==> config.mk <==
export PLATFORM = sky130hd
export DESIGN_NAME = ffpa_ram
export DESIGN_NICKNAME = d
export VERILOG_FILES = /design/src/ffpa_ram.sv
export SDC_FILE = /design/constraint.sdc
export NUM_CORES = 2
export LEC_CHECK = 0
export ABC_AREA = 1
export BUFFER_PORTS_ARGS = -buffer_cell sky130_fd_sc_hd__buf_4
export CAP_MARGIN = 20
export CORE_MARGIN = 2
export CORE_UTILIZATION = 39
export DETAILED_ROUTE_END_ITERATION = 10
export GPL_TIMING_DRIVEN = 1
export MAX_ROUTING_LAYER = met4
export PLACE_DENSITY = 0.53
export SKIP_CTS_REPAIR_TIMING = 1
export SLEW_MARGIN = 20
export SYNTH_ARGS = -nofsm -noshare
export SYNTH_HDL_FRONTEND = slang
export SYNTH_SLANG_ARGS = --single-unit
export TNS_END_PERCENT = 1
==> constraint.sdc <==
create_clock -name clk_i -period 3.8 [get_ports clk_i]
set_input_delay 0.76 -clock clk_i [delete_from_list [all_inputs] [get_ports clk_i]]
set_output_delay 0.76 -clock clk_i [all_outputs]
set_load 0.02 [all_outputs]
==> src/ffpa_ram.sv <==
module ffpa_ram #(
  parameter int unsigned WIDTH = 8,
  parameter int unsigned DEPTH = 256
) (
  input  logic                     clk_i,
  input  logic                     we_i,
  input  logic [$clog2(DEPTH)-1:0] waddr_i,
  input  logic [WIDTH-1:0]         wdata_i,
  input  logic [$clog2(DEPTH)-1:0] raddr_i,
  output logic [WIDTH-1:0]         rdata_o
);

  logic [WIDTH-1:0] mem [DEPTH];

  always_ff @(posedge clk_i) begin
    if (we_i) begin
      mem[waddr_i] <= wdata_i;
    end
    rdata_o <= mem[raddr_i];
  end

endmodule

==> results.md <==
* Vias after detailed routing at 55417
* Crit path kind: input port to flip-flop
* Die ar. at 218000 um^2
* Max transition margin at 0.236
* Register area share after synthesis at 0.739
* DP Cell Count at 9772
* Vias in the first global route at 52978
* Cts bufs inserted at 209
* Count leader, synth: nand2_1
* Fmax at 0.368 GHz
* DRT antenna net count at 0
* Tmin final at 2.72 ns
* Die Wd at 466 um
* Detailed Place HPWL at 147 mm
* CTS tree: yes
* Pin count of the biggest net entering global routing at 124
* Worst-Margin Slew at 1.14 ns
* Max-cap viol count at 0
* Initial Util at 0.393
* DRC at 0
* Placed cell area at 88700 um^2
* Die Height at 466 um
* Post-synth top area share at 0.737
* Startpoint Class: input port
* CTS H-tree depth at 4
* CP arrival at 3.48 ns
* Via density at 5.45
* Comb power frac at 0.064
* Drt total wl at 249 mm
* Max Slew Vio Count at 0
* Average cell area after synthesis at 11.9 um^2
* Yosys Warn Count at 0
* Ys flop type: edfxtp_1
* Leakage at 33.3 nW
* Cell Area, Synth at 83400 um^2
* Yosys cell types at 14
* Placement row count at 169
* Io pins at 34
* Port-buffer cells at 33
* Critical path peak fanout at 75
* Sw Ratio at 0.230
* RSZ-0062 raised after global routing: false
* Pwr dens at 503 nW/um^2
* Commonest cells post-synth: nand2_1, edfxtp_1, nand3_1
* Post-synth EDFFs at 2048
* Crit. End Element: flip-flop
* Clk slew on worst S/H paths at 0.06 ns
* CTS root buf: clkbuf_16
* Syn Nets at 7029
* HP Class: input port to flip-flop
* Final #Nets at 7188
* Required @ worst endpoint at 4.56 ns
* Clk_lat worst skew at 0.83 ns
* Final cell count without fillers at 10167
* Area contributors post-synth: edfxtp_1, nand3_1, nand2_1, buf_2, nor2_1
* Clk network pwr share at 0.414
* Fin. Hold Viols at 0
* Post-Place Worst Slack at 0.242 ns
* Skew final at 0.0158 ns
* VDD IR max at 0.000511 V
* Setup TNS Final at 0 ns
* Final Wtd Congestion at 0.871
* Status: complete, no violations
* Pre-Repair DR Iteration Count at 6
* Gr ovfl total at 0
* Flops & latches, synth at 2056
* Worst-case clock buffer depth at 3
* Tcrit/Tclk final at 0.715
* # setup viols final at 0
* Final core occ at 0.448
* Power share of the sequential group at 0.522
* Layout filler cell count at 19460
* Initial antenna violation count at 8
* Clk sink count at 2056
* GRT Total Usage at 0.233
* Average wire per cell in the routed design at 24.5 um
* Area growth syn-to-layout at 14.2%
* Share of cells above drive strength 1 at 0.0981
* Int Pwr at 36.9 mW
* Async set-reset flop share out of synthesis at 0
* First-pass GRT wire length at 367 mm
* Switching power at 11.0 mW
* Final Cell Area at 95200 um^2
* Final WS setup at 1.08 ns
* Core area at 212000 um^2
* Initial DRC Count at 6301
* Post-Syn Instances at 7003
* Yosys top cell by area: edfxtp_1
## metrics by stage
step | hold slack, ns | total power, mW
global route | 0.339 | 49.3
finish | 0.370 | 47.9
detailed placement | 0.981 | 28.6
global placement | 1.00 | 28.5
CTS | 0.313 | 48.2
floorplan | 0.835 | 27.1
## layer usage
metal  part of all wire  track usage
met1               0.43        0.320
met2               0.47        0.358
met3              0.069       0.0369
met4              0.030       0.0711
met5                  0            -
## worst max-delay path: stages
cell and delay [ns]:
buf_8 0.20, inv_16 0.34, buf_12 0.29, buf_4 0.30, nand2_1 0.08, nand3_1 0.10
nand3_1 0.09, nand3_1 0.14, nand3_1 0.09, nand3_1 0.20, nand3_1 0.38, nand2_1 0.18
nand2_1 0.14, nand2_1 0.10
## layout make-up
type                            count  area, um^2  area share
Antenna cell                        9        22.5    0.000237
Clock buffer                      268        5520      0.0579
Clock inverter                    118         967      0.0102
Inverter                           39         180     0.00189
Multi-Input combinational cell   4425       19200       0.201
Sequential cell                  2056       61700       0.648
Tap cell                         2821        3530      0.0371
Timing Repair Buffer              431        4170      0.0438
## sequential cells by signal, summed over array words and instances (netlist names)
name / count
mem: 2048
rdata_o: 8
## cells by family after synthesis
logic type,count (synthesis),synth area share
and+or+nand+nor,4425,0.229
buffers and inverters,522,0.0312
DFF,2056,0.739
## worst paths after layout
| check | start | endpoint | slack [ns] | depth (start not counted) |
|---|---|---|---|---|
| min reg2reg | mem[144][0] | rdata_o[0] | 1.00 | 10 |
| max | raddr_i[0] | rdata_o[0] | 1.08 | 14 |
| min | wdata_i[6] | mem[100][6] | 0.37 | 1 |
| max reg2reg | mem[46][1] | rdata_o[1] | 1.74 | 10 |
## cells in the final DEF (no fill, tap or decap), drive strengths merged
master and n:
nor2 283, nand2 2123, nand3 2019, clkbuf 268, buf 431, diode 9
clkinvlp 3, dfxtp 8, edfxtp 2048, clkinv 93, inv 47, bufinv 14
## power groups by stage
stage	Sequential (mW)	Combinational, mW	Clock (mW)
after floorplan	25.5	1.54	0
after global placement	25.5	3.04	0
after detailed placement	25.5	3.05	0
after CTS	25.0	3.06	20.1
after global routing	25.0	3.29	21.0
final	25.0	3.05	19.8
Power figures use the tool's default switching activity.
